**src/hw/rtl/kst_pkg.sv**
```systemverilog
// ----------------------------------------------------------------------------
// kst_pkg
// Types, constants and helpers shared by the keyed segment table.
// ----------------------------------------------------------------------------
package kst_pkg;

  localparam int TABLE_ENTRIES = 16;
  localparam int SLOT_W        = (TABLE_ENTRIES > 1) ? $clog2(TABLE_ENTRIES) : 1;

  localparam int KEY_W      = 32;
  localparam int SIZE_W     = 32;
  localparam int STATUS_W   = 3;
  localparam int SEG_IDX_W  = 4;
  localparam int CFG_ADDR_W = 8;
  localparam int CFG_DATA_W = 32;

  localparam int QUEUE_DEPTH = 2;
  localparam int QP_W        = (QUEUE_DEPTH > 1) ? $clog2(QUEUE_DEPTH) : 1;
  localparam int QC_W        = $clog2(QUEUE_DEPTH + 1);

  localparam logic [CFG_ADDR_W-1:0] REG_MIN_SIZE = CFG_ADDR_W'(0);
  localparam logic [CFG_ADDR_W-1:0] REG_MAX_SIZE = CFG_ADDR_W'(1);

  localparam logic [SIZE_W-1:0] MIN_SIZE_RST = SIZE_W'(1);
  localparam logic [SIZE_W-1:0] MAX_SIZE_RST = SIZE_W'(4194304);

  typedef enum logic [STATUS_W-1:0] {
    ST_OK        = 3'd0,
    ST_NOT_FOUND = 3'd1,
    ST_EXISTS    = 3'd2,
    ST_INVALID   = 3'd3,
    ST_FULL      = 3'd4
  } status_t;

  // Request class, decided at the front
  typedef enum logic [1:0] {
    OP_LOOKUP = 2'd0,
    OP_OPEN   = 2'd1,
    OP_EXCL   = 2'd2
  } op_t;

  typedef enum logic [1:0] {
    BK_IDLE    = 2'd0,
    BK_MATCH   = 2'd1,
    BK_RESOLVE = 2'd2
  } back_state_t;

  typedef struct packed {
    logic [KEY_W-1:0]  seg_key;
    logic [SIZE_W-1:0] req_size;
    op_t               op;
  } req_t;

  // Index of the lowest set bit; 0 when none is set
  function automatic logic [SLOT_W-1:0] lowest_set(input logic [TABLE_ENTRIES-1:0] vec);
    logic [SLOT_W-1:0] idx;
    idx = '0;
    for (int i = TABLE_ENTRIES - 1; i >= 0; i--) begin
      if (vec[i]) begin
        idx = SLOT_W'(i);
      end
    end
    return idx;
  endfunction

endpackage

```
**src/hw/rtl/kst_front.sv**
```systemverilog
// ----------------------------------------------------------------------------
// kst_front
// Accepts request words, classifies them and holds them in a short queue.
// ----------------------------------------------------------------------------
module kst_front (
  input  logic                       clk,
  input  logic                       rst_n,
  input  logic                       in_valid,
  output logic                       in_stall,
  input  logic [kst_pkg::KEY_W-1:0]  in_seg_key,
  input  logic [kst_pkg::SIZE_W-1:0] in_req_size,
  input  logic                       in_create,
  input  logic                       in_exclusive,
  output logic                       q_valid,
  output kst_pkg::req_t              q_req,
  input  logic                       q_pop
);
  import kst_pkg::*;

  req_t             q_mem [QUEUE_DEPTH];
  logic [QP_W-1:0]  wr_ptr_r, wr_ptr_nxt;
  logic [QP_W-1:0]  rd_ptr_r, rd_ptr_nxt;
  logic [QC_W-1:0]  count_r, count_nxt;
  logic             push;
  req_t             new_req;

  // create wins over exclusive
  always_comb begin
    new_req.seg_key  = in_seg_key;
    new_req.req_size = in_req_size;
    if (in_create) begin
      new_req.op = OP_OPEN;
    end else if (in_exclusive) begin
      new_req.op = OP_EXCL;
    end else begin
      new_req.op = OP_LOOKUP;
    end
  end

  assign in_stall = (count_r == QC_W'(QUEUE_DEPTH));
  assign push     = in_valid && !in_stall;
  assign q_valid  = (count_r != '0);
  assign q_req    = q_mem[rd_ptr_r];

  always_comb begin
    wr_ptr_nxt = wr_ptr_r;
    rd_ptr_nxt = rd_ptr_r;
    count_nxt  = count_r;
    if (push) begin
      wr_ptr_nxt = (wr_ptr_r == QP_W'(QUEUE_DEPTH - 1)) ? '0 : wr_ptr_r + QP_W'(1);
    end
    if (q_pop) begin
      rd_ptr_nxt = (rd_ptr_r == QP_W'(QUEUE_DEPTH - 1)) ? '0 : rd_ptr_r + QP_W'(1);
    end
    if (push && !q_pop) begin
      count_nxt = count_r + QC_W'(1);
    end else if (!push && q_pop) begin
      count_nxt = count_r - QC_W'(1);
    end
  end

  always_ff @(posedge clk) begin
    if (!rst_n) begin
      wr_ptr_r <= '0;
      rd_ptr_r <= '0;
      count_r  <= '0;
    end else begin
      wr_ptr_r <= wr_ptr_nxt;
      rd_ptr_r <= rd_ptr_nxt;
      count_r  <= count_nxt;
    end
  end

  always_ff @(posedge clk) begin
    if (push) begin
      q_mem[wr_ptr_r] <= new_req;
    end
  end

endmodule

```
**src/hw/rtl/kst_table.sv**
```systemverilog
// ----------------------------------------------------------------------------
// kst_table
// Slot table engine: parallel key compare, then resolve, update and result.
// ----------------------------------------------------------------------------
module kst_table (
  input  logic                          clk,
  input  logic                          rst_n,
  input  logic                          q_valid,
  input  kst_pkg::req_t                 q_req,
  output logic                          q_pop,
  input  logic [kst_pkg::SIZE_W-1:0]    min_size,
  input  logic [kst_pkg::SIZE_W-1:0]    max_size,
  output logic                          out_valid,
  input  logic                          out_stall,
  output logic [kst_pkg::STATUS_W-1:0]  out_status,
  output logic [kst_pkg::SEG_IDX_W-1:0] out_seg_index
);
  import kst_pkg::*;

  back_state_t                state_r, state_nxt;
  req_t                       req_r;
  logic [TABLE_ENTRIES-1:0]   hit_r;
  logic [TABLE_ENTRIES-1:0]   free_r;
  logic [TABLE_ENTRIES-1:0]   slot_used_r;
  logic [KEY_W-1:0]           slot_key_r  [TABLE_ENTRIES];
  logic [SIZE_W-1:0]          slot_size_r [TABLE_ENTRIES];

  logic                       out_valid_r, out_valid_nxt;
  status_t                    out_status_r;
  logic [SEG_IDX_W-1:0]       out_seg_index_r;

  logic                       take;
  logic                       out_free;
  logic                       finish;
  logic                       hit_any, free_any, size_ok;
  logic [SLOT_W-1:0]          hit_idx, free_idx, res_slot;
  status_t                    res_status;
  logic                       do_store;
  logic [SLOT_W+SEG_IDX_W-1:0] idx_wide;

  assign out_free = !out_valid_r || !out_stall;

  always_comb begin
    state_nxt = state_r;
    take      = 1'b0;
    finish    = 1'b0;
    case (state_r)
      BK_IDLE: begin
        if (q_valid) begin
          take      = 1'b1;
          state_nxt = BK_MATCH;
        end
      end
      BK_MATCH: begin
        state_nxt = BK_RESOLVE;
      end
      BK_RESOLVE: begin
        if (out_free) begin
          finish = 1'b1;
          if (q_valid) begin
            take      = 1'b1;
            state_nxt = BK_MATCH;
          end else begin
            state_nxt = BK_IDLE;
          end
        end
      end
      default: begin
        state_nxt = BK_IDLE;
      end
    endcase
  end

  assign q_pop = take;

  // Resolve the registered compare vectors
  assign hit_any  = |hit_r;
  assign free_any = |free_r;
  assign hit_idx  = lowest_set(hit_r);
  assign free_idx = lowest_set(free_r);
  assign size_ok  = (req_r.req_size >= min_size) && (req_r.req_size <= max_size);

  always_comb begin
    res_status = ST_OK;
    res_slot   = '0;
    do_store   = 1'b0;
    if (hit_any && req_r.op == OP_LOOKUP) begin
      res_slot = hit_idx;
    end else if (hit_any && req_r.op == OP_OPEN) begin
      if (req_r.req_size > slot_size_r[hit_idx]) begin
        res_status = ST_INVALID;
      end else begin
        res_slot = hit_idx;
      end
    end else if (hit_any && req_r.op == OP_EXCL) begin
      res_status = ST_EXISTS;
    end else begin
      case (req_r.op)
        OP_OPEN, OP_EXCL: begin
          if (!free_any) begin
            res_status = ST_FULL;
          end else if (!size_ok) begin
            res_status = ST_INVALID;
          end else begin
            res_slot = free_idx;
            do_store = 1'b1;
          end
        end
        default: begin
          res_status = ST_NOT_FOUND;
        end
      endcase
    end
  end

  assign idx_wide = {{SEG_IDX_W{1'b0}}, res_slot};

  always_comb begin
    out_valid_nxt = out_valid_r;
    if (out_valid_r && !out_stall) begin
      out_valid_nxt = 1'b0;
    end
    if (finish) begin
      out_valid_nxt = 1'b1;
    end
  end

  always_ff @(posedge clk) begin
    if (!rst_n) begin
      state_r     <= BK_IDLE;
      out_valid_r <= 1'b0;
      slot_used_r <= '0;
    end else begin
      state_r     <= state_nxt;
      out_valid_r <= out_valid_nxt;
      if (finish && do_store) begin
        slot_used_r[free_idx] <= 1'b1;
      end
    end
  end

  always_ff @(posedge clk) begin
    if (take) begin
      req_r <= q_req;
    end
    if (state_r == BK_MATCH) begin
      for (int i = 0; i < TABLE_ENTRIES; i++) begin
        hit_r[i]  <= slot_used_r[i] && (slot_key_r[i] == req_r.seg_key);
        free_r[i] <= !slot_used_r[i];
      end
    end
    if (finish) begin
      out_status_r    <= res_status;
      out_seg_index_r <= (res_status == ST_OK) ? idx_wide[SEG_IDX_W-1:0] : '0;
      if (do_store) begin
        slot_key_r[free_idx]  <= req_r.seg_key;
        slot_size_r[free_idx] <= req_r.req_size;
      end
    end
  end

  assign out_valid     = out_valid_r;
  assign out_status    = out_status_r;
  assign out_seg_index = out_seg_index_r;

endmodule

```
**src/hw/rtl/keyed_segment_table.sv**
```systemverilog
// ----------------------------------------------------------------------------
// keyed_segment_table
// Table of shared segment slots: lookup, create and exclusive create by key.
// ----------------------------------------------------------------------------
// Usage:
//   Request words enter on in_valid / in_stall (seg_key, req_size, create,
//   exclusive); a word is taken on a clock edge with in_valid high and
//   in_stall low. Each request yields exactly one result word on out_valid /
//   out_stall (status, seg_index), in request order.
//   Limits min_size and max_size are written on the cfg port (index 0 and 1,
//   taken when cfg_valid and cfg_ready are high); cfg_ready is always high.
//   Write them only while the block is idle.
//   A request taken passes the queue, the compare state and the resolve
//   state before its result word is registered. The engine handles one
//   request at a time: a parallel key compare over all slots, then resolve
//   and update the slot; a new request is taken only when the last finishes.
//   A two-word queue in front absorbs requests while the engine or the
//   output is busy; in_stall rises when it is full. A stalled result stays
//   in the output register while the engine finishes the next compare.
//   Reset empties the table and the queue and restores the default limits.
// ----------------------------------------------------------------------------
module keyed_segment_table (
  input  logic                           clk,
  input  logic                           rst_n,
  input  logic                           in_valid,
  output logic                           in_stall,
  input  logic [kst_pkg::KEY_W-1:0]      in_seg_key,
  input  logic [kst_pkg::SIZE_W-1:0]     in_req_size,
  input  logic                           in_create,
  input  logic                           in_exclusive,
  output logic                           out_valid,
  input  logic                           out_stall,
  output logic [kst_pkg::STATUS_W-1:0]   out_status,
  output logic [kst_pkg::SEG_IDX_W-1:0]  out_seg_index,
  input  logic                           cfg_valid,
  output logic                           cfg_ready,
  input  logic [kst_pkg::CFG_ADDR_W-1:0] cfg_index,
  input  logic [kst_pkg::CFG_DATA_W-1:0] cfg_wdata
);
  import kst_pkg::*;

  logic [SIZE_W-1:0] min_size_r;
  logic [SIZE_W-1:0] max_size_r;
  logic              q_valid;
  req_t              q_req;
  logic              q_pop;

  assign cfg_ready = 1'b1;

  always_ff @(posedge clk) begin
    if (!rst_n) begin
      min_size_r <= MIN_SIZE_RST;
      max_size_r <= MAX_SIZE_RST;
    end else if (cfg_valid && cfg_ready) begin
      if (cfg_index == REG_MIN_SIZE) begin
        min_size_r <= cfg_wdata;
      end else if (cfg_index == REG_MAX_SIZE) begin
        max_size_r <= cfg_wdata;
      end
    end
  end

  kst_front u_front (
    .clk          (clk),
    .rst_n        (rst_n),
    .in_valid     (in_valid),
    .in_stall     (in_stall),
    .in_seg_key   (in_seg_key),
    .in_req_size  (in_req_size),
    .in_create    (in_create),
    .in_exclusive (in_exclusive),
    .q_valid      (q_valid),
    .q_req        (q_req),
    .q_pop        (q_pop)
  );

  kst_table u_table (
    .clk           (clk),
    .rst_n         (rst_n),
    .q_valid       (q_valid),
    .q_req         (q_req),
    .q_pop         (q_pop),
    .min_size      (min_size_r),
    .max_size      (max_size_r),
    .out_valid     (out_valid),
    .out_stall     (out_stall),
    .out_status    (out_status),
    .out_seg_index (out_seg_index)
  );

`ifndef SYNTHESIS
  // Non-ok results never carry a slot
  a_idx_zero: assert property (@(posedge clk) disable iff (!rst_n)
    (out_valid && out_status != ST_OK) |-> (out_seg_index == '0))
    else $error("non-ok result carries a slot index");

  a_rst_out: assert property (@(posedge clk)
    !rst_n |=> !out_valid)
    else $error("result word valid after reset");

  a_rst_in: assert property (@(posedge clk)
    !rst_n |=> !in_stall)
    else $error("request queue not empty after reset");

  // The engine only pops a word that is there
  a_pop_valid: assert property (@(posedge clk) disable iff (!rst_n)
    q_pop |-> q_valid)
    else $error("queue popped while empty");
`endif

endmodule

```
**config.mk**
```make
export PLATFORM = sky130hd
export DESIGN_NAME = keyed_segment_table
export DESIGN_NICKNAME = d
export VERILOG_FILES = /design/src/hw/rtl/kst_pkg.sv /design/src/hw/rtl/kst_front.sv /design/src/hw/rtl/kst_table.sv /design/src/hw/rtl/keyed_segment_table.sv
export SDC_FILE = /design/constraint.sdc
export NUM_CORES = 2
export LEC_CHECK = 0
export BUFFER_PORTS_ARGS = -buffer_cell sky130_fd_sc_hd__buf_4
export CORE_MARGIN = 2
export CORE_UTILIZATION = 49
export DETAILED_ROUTE_END_ITERATION = 16
export HOLD_SLACK_MARGIN = 0.15
export PLACE_DENSITY = 0.64
export SLEW_MARGIN = 30
export SYNTH_ARGS = -nofsm -noshare
export SYNTH_HDL_FRONTEND = slang
export SYNTH_HIERARCHICAL = 1
export SYNTH_SLANG_ARGS = --single-unit
```
**constraint.sdc**
```tcl
create_clock -name clk -period 8.8 [get_ports clk]
set_clock_uncertainty 0.15 [all_clocks]
set_input_delay 0 -clock clk [delete_from_list [all_inputs] [get_ports clk]]
set_output_delay 0 -clock clk [all_outputs]
set_load 0.02 [all_outputs]
```
* After elaboration in Yosys (flattened, before gate mapping)
Memories as Yosys holds them, arrays and structs flattened. A register that Yosys moved wholly into a read port is not among the register bits.
Index checks and enable logic that the tools add are counted.
** Word-level totals
- Input bits :: 111
- Output and inout port bits :: 10
- Bits in writable memories :: 1156
- Register bits after elaboration :: 126
- Memories :: 3
- Logic and storage cells :: 187
** Operators by class
- $lt $le $gt $ge :: 5
- Bitwise logic cells :: 2
- $add $sub $neg :: 4
- Eq/ne operators :: 24
- Mux-type cells :: 76
- Reduce and logical (&&, ||, !) cells :: 61
** Memory list
- u_table.slot_key_r :: depth 16, bits a word 32, rd ports 16, clocked after memory_dff 0, wr ports 1, line kst_table.sv:25 : logic [KEY_W-1:0] slot_key_r [TABLE_ENTRIES];
- u_table.slot_size_r :: depth 16, bits a word 32, rd ports 1, clocked after memory_dff 0, wr ports 1, line kst_table.sv:26 : logic [SIZE_W-1:0] slot_size_r [TABLE_ENTRIES];
- u_front.q_mem :: depth 2, bits a word 66, rd ports 1, clocked after memory_dff 1, wr ports 1, line kst_front.sv:20 : req_t q_mem [QUEUE_DEPTH];
** Operator list (number)
- 32-bit == test :: 16
- 4-bit two-way mux :: 39
- 32-bit greater-or-equal comparator :: 1
- 32-bit greater-than comparator :: 1
- 32-bit <= comparator :: 1
- 16-bit OR reduction :: 2
- 1-bit logical AND :: 26
- 1-bit logical NOT :: 21
- 1-bit two-way mux :: 21
- 2-bit two-way mux :: 8
- 16-bit bitwise OR :: 1
- 3-bit two-way mux :: 5
- 8-bit by 1-bit == test with 1-bit output, second input constant :: 1
- 8-bit logical NOT :: 1
- 2-bit == test, second input constant :: 3
- 2-bit case mux with 3 select lines :: 1
- 2-bit nonzero test :: 3
- 4-bit by 5-bit < comparator with 1-bit output, second input constant :: 1
- 1-bit demux with 4-bit select :: 1
- 2-bit by 1-bit == test with 1-bit output, second input constant :: 2
- 4-bit by 1-bit greater-or-equal comparator with 1-bit output, second input constant :: 1
- 2-bit logical NOT :: 2
- 2-bit AND reduction :: 2
- 3-bit logical NOT :: 1
- other kinds (10) :: 11

* Logic depth before layout (Yosys ltp)
- Depth in word-level cells :: 22
- Mapped depth :: 19
- Mapped depth without buffers :: 15

* By module
Netlist, hierarchy kept.
** Modules (own cells, without submodules)
- kst_table :: seq. area each 34282.9 um^2, area each 48213.7 um^2, times used 1, cells each 3095
- kst_front :: seq. area each 4063.9 um^2, area each 5014.8 um^2, times used 1, cells each 231
- keyed_segment_table :: seq. area each 1281.2 um^2, area each 2497.4 um^2, times used 1, cells each 252

* Least setup slack after synthesis
Ideal clock, no wire load.
- Path kind :: flip-flop to flip-flop
- From :: register u_table/req_r[24] (netlist name)
- To :: memory u_table.slot_key_r[1][0] (enable)
- Required time :: 8.006 ns
- Cell stages (with the launch flop) :: 9
- Clock period less this slack :: 9.218 ns
- Slack :: -0.418 ns
- Setup time :: 0.644 ns
- Arrival time :: 8.424 ns
- Cells stage by stage :: edfxtp_1 > ha_1 > nand4_1 > nor4_2 > nor3b_2 > a21oi_1 > a311oi_2 > nand3_4 > nor4_1
** Between the ends
- Word-level cells in the longest chain between the ends :: 11
- Elaborated cells on any way between the ends :: 12
- Classes of those cells :: order compare: 2; mux: 9; reduce/logical: 1
** Ends and longest elaborated chain
- 32-bit greater-or-equal comparator or 32-bit <= comparator (tied branches) :: line kst_table.sv:81 : assign size_ok = (req_r.req_size >= min_size) && (req_r.req_size <= max_size);
- 1-bit logical AND * :: line kst_table.sv:81
- 1-bit two-way mux * :: line kst_table.sv:102 : end else if (!size_ok) begin
- 1-bit two-way mux * :: line kst_table.sv:100 : if (!free_any) begin
- 1-bit two-way mux * :: line kst_table.sv:98 : case (req_r.op)
- 1-bit two-way mux * :: line kst_table.sv:95 : end else if (hit_any && req_r.op == OP_EXCL) begin
- 1-bit two-way mux * :: line kst_table.sv:89 : end else if (hit_any && req_r.op == OP_OPEN) begin
- 1-bit two-way mux * :: line kst_table.sv:87 : if (hit_any && req_r.op == OP_LOOKUP) begin
- 1-bit two-way mux * :: line kst_table.sv:155 : if (do_store) begin
- 1-bit two-way mux * :: line kst_table.sv:152 : if (finish) begin
- 1-bit two-way mux (not written as such) * :: line kst_table.sv:156 : slot_key_r[free_idx] <= req_r.seg_key;
- end, declared :: line kst_table.sv:25
Mark *: on every way between the ends. The rest lies on a longest branch, timed or not.

* Worst setup path after layout
- From :: register u_table.hit_r[15]
- To :: register u_table.out_status_r[1], in the netlist u_table/out_status[1] (data pin)
** Between the ends
- Word-level cells in the longest chain between the ends :: 21
- Elaborated cells on any way between the ends :: 26
- Classes of those cells :: order compare: 1; mux: 20; reduce/logical: 4; memory: 1
** Ends and longest elaborated chain
- start, declared :: line kst_table.sv:22 : logic [TABLE_ENTRIES-1:0] hit_r;
- start signal, assigned by index :: line kst_table.sv:148 : hit_r[i] <= slot_used_r[i] && (slot_key_r[i] == req_r.seg_key);
- 4-bit two-way mux (16 in series) :: line kst_pkg.sv:59 : if (vec[i]) begin
- memory 16 x 32 bit
- 32-bit greater-than comparator :: line kst_table.sv:90 : if (req_r.req_size > slot_size_r[hit_idx]) begin
- 2-bit two-way mux :: line kst_table.sv:90
- 3-bit two-way mux :: line kst_table.sv:89
- 3-bit two-way mux * :: line kst_table.sv:87
- via u_table.res_status[1] :: line kst_table.sv:37 : status_t res_status;
- end signal, assigned :: line kst_table.sv:153 : out_status_r <= res_status;
- end, declared :: line kst_table.sv:29 : status_t out_status_r;
The timed path passes the listed nets; every way through them passes the cells marked *.
A chain may end at the register's enable or synchronous reset.

==> reports/metrics.cfg <==
[status]
status = finished clean

[power]
p_seq_frac = 0.449
power.density_nw_per_um2 = 289
pwr-share-comb = 0.243
irDropWorstVdd_v = 0.000242
p_int_uw = 13100
p_leak_uw = 0.0214
pwr-share-clk = 0.308
p_sw_frac = 0.306
switching_power_uw = 5780

[min_path]
hold_path_class = in2reg

[layout]
utilization = 0.582
final_common_cell = edfxtp_1
drive_above_1_share = 0.138
final_nets = 4187
syn_to_final_growth_pct = 17.6
final_cell_mix = edfxtp_1 (1261), xnor2_1 (449), dlygate4sd3_1 (237)
fin_area_um2 = 65600
final_cells = 5586

[global_route]
gr-usage-all-layers = 0.232
grt_antenna_before_repair = 2
grt_pass1_wl_um = 201000
grt_remaining_overflow = 0
grt_max_degree = 96
grt_pass1_vias = 31900

[sta]
finalCriticalPeriod_ps = 6040
fin_tns_setup_ps = 0
maxSlewHeadroom = 0.309
rsz0062_at_grt = false
hold_viol = 0
fmax_mhz = 165
whs_ps = 230
setup_viol = 0
slew_viol_final = 0
worstMarginPinSlew_ps = 1040
fin_crit_sh = 0.687

[place]
dp_cells = 5100
gp_congestion = 0.814
placed_area_um2 = 58700
hpwl_um = 73800
port_buffers = 119

[synthesis]
ys_async_sr_fraction = 0
syn-cell-area_um2 = 55700
syn_avg_cell_area_um2 = 15.6
ys_ff_latch = 1349
ys_seq_area_frac = 0.711
syn_inst = 3578
synthMuxAreaShare = 0.0363
yosys.area_share.adder = 0.0225
ys.flop_type = edfxtp_1
syn_nets = 3789
synth_top_family_by_area = XOR/XNOR gates
synth_edf_count = 1261
synth_compound_area_frac = 0.0584
synth-simple-area-share = 0.0675
synth-xor-area-share = 0.0809
yosysWarnings = 6
synthDistinctLibCells = 74

[critical_path]
crit_end = u_table/out_status[1]
startpoint = u_table/hit_r[15]
r2r_start = u_table/hit_r[15]
rr_worst_depth = 15
critPathCaptureType = register
required_ps = 9140
cp.arrival_ps = 6380
worst-setup-path-type = reg2reg
setup.worst_path.start_class = register
r2r_slack_ps = 2760
path_max_fanout = 95
r2r_end = u_table/out_status[1]

[cts]
cts_tree = built
clockRootBuffer = clkbuf_16
cts_buffer_depth = 3
clkSinkCount = 1349
clkLatencyLatePin_ps = 740
htreeDepth = 4
cts_made_buffers = 137
clk_pin_slew_worst_paths_ps = 60

[die]
start_util = 0.495
die-area_um2 = 116000
fp-row-count = 123
coreArea_um2 = 113000
fp.dieW_um = 341
io_pins = 121
die_y_um = 341

[detailed_routing]
post-route-drc-count = 0
vias = 31700
first_pass_iters = 5
routed_wl_um = 135000
drtIter0Drc = 2849
viasPerCell = 5.68
ant_nets = 0
wire_per_inst_um = 24.2

[flow_run]
cap_viol_max_count = 0

==> how the worst min path moves through the flow <==
stage | depth (start not counted) | endpoint | startpoint
4_1_cts | 3 | u_table/state_r[1] | rst_n
3_3_place_gp | 1 | u_front/q_mem[0][49] | in_seg_key[15]
2_1_floorplan | 0 | u_front/q_mem[0][0] | in_create
6_report | 4 | min_size_r[3] | rst_n
3_5_place_dp | 1 | u_front/q_mem[1][41] | in_seg_key[7]
5_1_grt | 3 | u_table/state_r[1] | rst_n
==> sequential cells by signal (all words and copies together) (netlist names), named ones only <==
| register | count |
|---|---|
| u_table/slot_key_r | 512 |
| u_table/slot_size_r | 512 |
| u_front/q_mem | 132 |
| u_table/req_r | 66 |
| max_size_r | 32 |
| min_size_r | 32 |
| u_table/free_r | 16 |
| u_table/hit_r | 16 |
| u_table/slot_used_r | 16 |
| u_table/out_seg_index | 4 |
| u_table/out_status | 3 |
| u_front/count_r | 2 |
| u_table/state_r | 2 |
| u_front/rd_ptr_r | 1 |
| u_front/wr_ptr_r | 1 |
| u_table/out_valid | 1 |
==> through the flow <==
stage	setup slack (ps)	total power [µW]
final	2760	18900
after global routing	2420	19700
after CTS	2690	19000
after detailed placement	2720	13100
after global placement	2890	13000
after floorplan	-404	11400
==> cells in the mapped netlist (all sizes together) (34+ instances only) <==
| cell type | number | area share |
|---|---|---|
| a211oi | 175 | 0.024 |
| a21o | 39 | 0.0053 |
| a21oi | 34 | 0.0031 |
| and3 | 174 | 0.020 |
| buf | 61 | 0.0072 |
| clkbuf | 139 | 0.0094 |
| dfxtp | 88 | 0.032 |
| edfxtp | 1261 | 0.68 |
| ha | 100 | 0.022 |
| inv | 99 | 0.0067 |
| mux2 | 66 | 0.013 |
| mux2i | 62 | 0.011 |
| nand2 | 204 | 0.014 |
| nand4 | 132 | 0.015 |
| nor4 | 67 | 0.0076 |
| o21ai | 93 | 0.0084 |
| xnor2 | 449 | 0.071 |
| xor2 | 66 | 0.010 |
==> area by class of cell <==
class,instances,area (µm²)
multi-input combinational,1930,15000
fill,8537,47100
timing repair buffer,459,4140
inverter,99,372
tap,1500,1880
sequential,1349,39600
clock inverter,74,769
clock buffer,174,3730
antenna,1,2.50
==> layer usage <==
metal / track usage / vias up / wire length, µm
li1: - / 14400 / -
met1: 0.338 / 16100 / 61400
met2: 0.365 / 1062 / 62500
met3: 0.0397 / 175 / 8860
met4: 0.0546 / 0 / 2310
met5: 0 / - / 0
==> logic make-up after synthesis <==
kind of cell / Yosys count
buf+inv: 299
flops: 1349
compound gates: 465
xor+xnor: 515
mux: 157
other cells: 1
fa+ha+maj: 100
simple gates: 692
==> critical path, stage by stage (launching register included) <==
cell      delay [ps]
edfxtp_1         410
nor2b_1          150
o21ai_1          170
a211o_4          770
and2_4           640
buf_4            550
mux4_2           570
a21o_1           190
o211ai_1         180
ha_1             190
nand4_1          200
nor4_1           680
nand4_1          240
o31ai_1          190
a31oi_1          260
o22a_1           240
==> power groups by stage <==
stage                     combinational (µW)  sequential, µW  clock, µW
after floorplan                         2840            8610          0
after global placement                  4440            8590          0
after CTS                               4620            8470       5900
final                                   4600            8490       5830
after global routing                    5010            8520       6170
after detailed placement                4510            8600          0
==> timing repair <==
| item | in CTS | in global routing |
|---|---|---|
| setup buffers | 0 | 0 |
| hold buffers | 237 | 0 |
| hold endpoints to repair | 405 | 0 |
| resized for setup | 0 | 0 |
(Power assumes the default switching activity.)
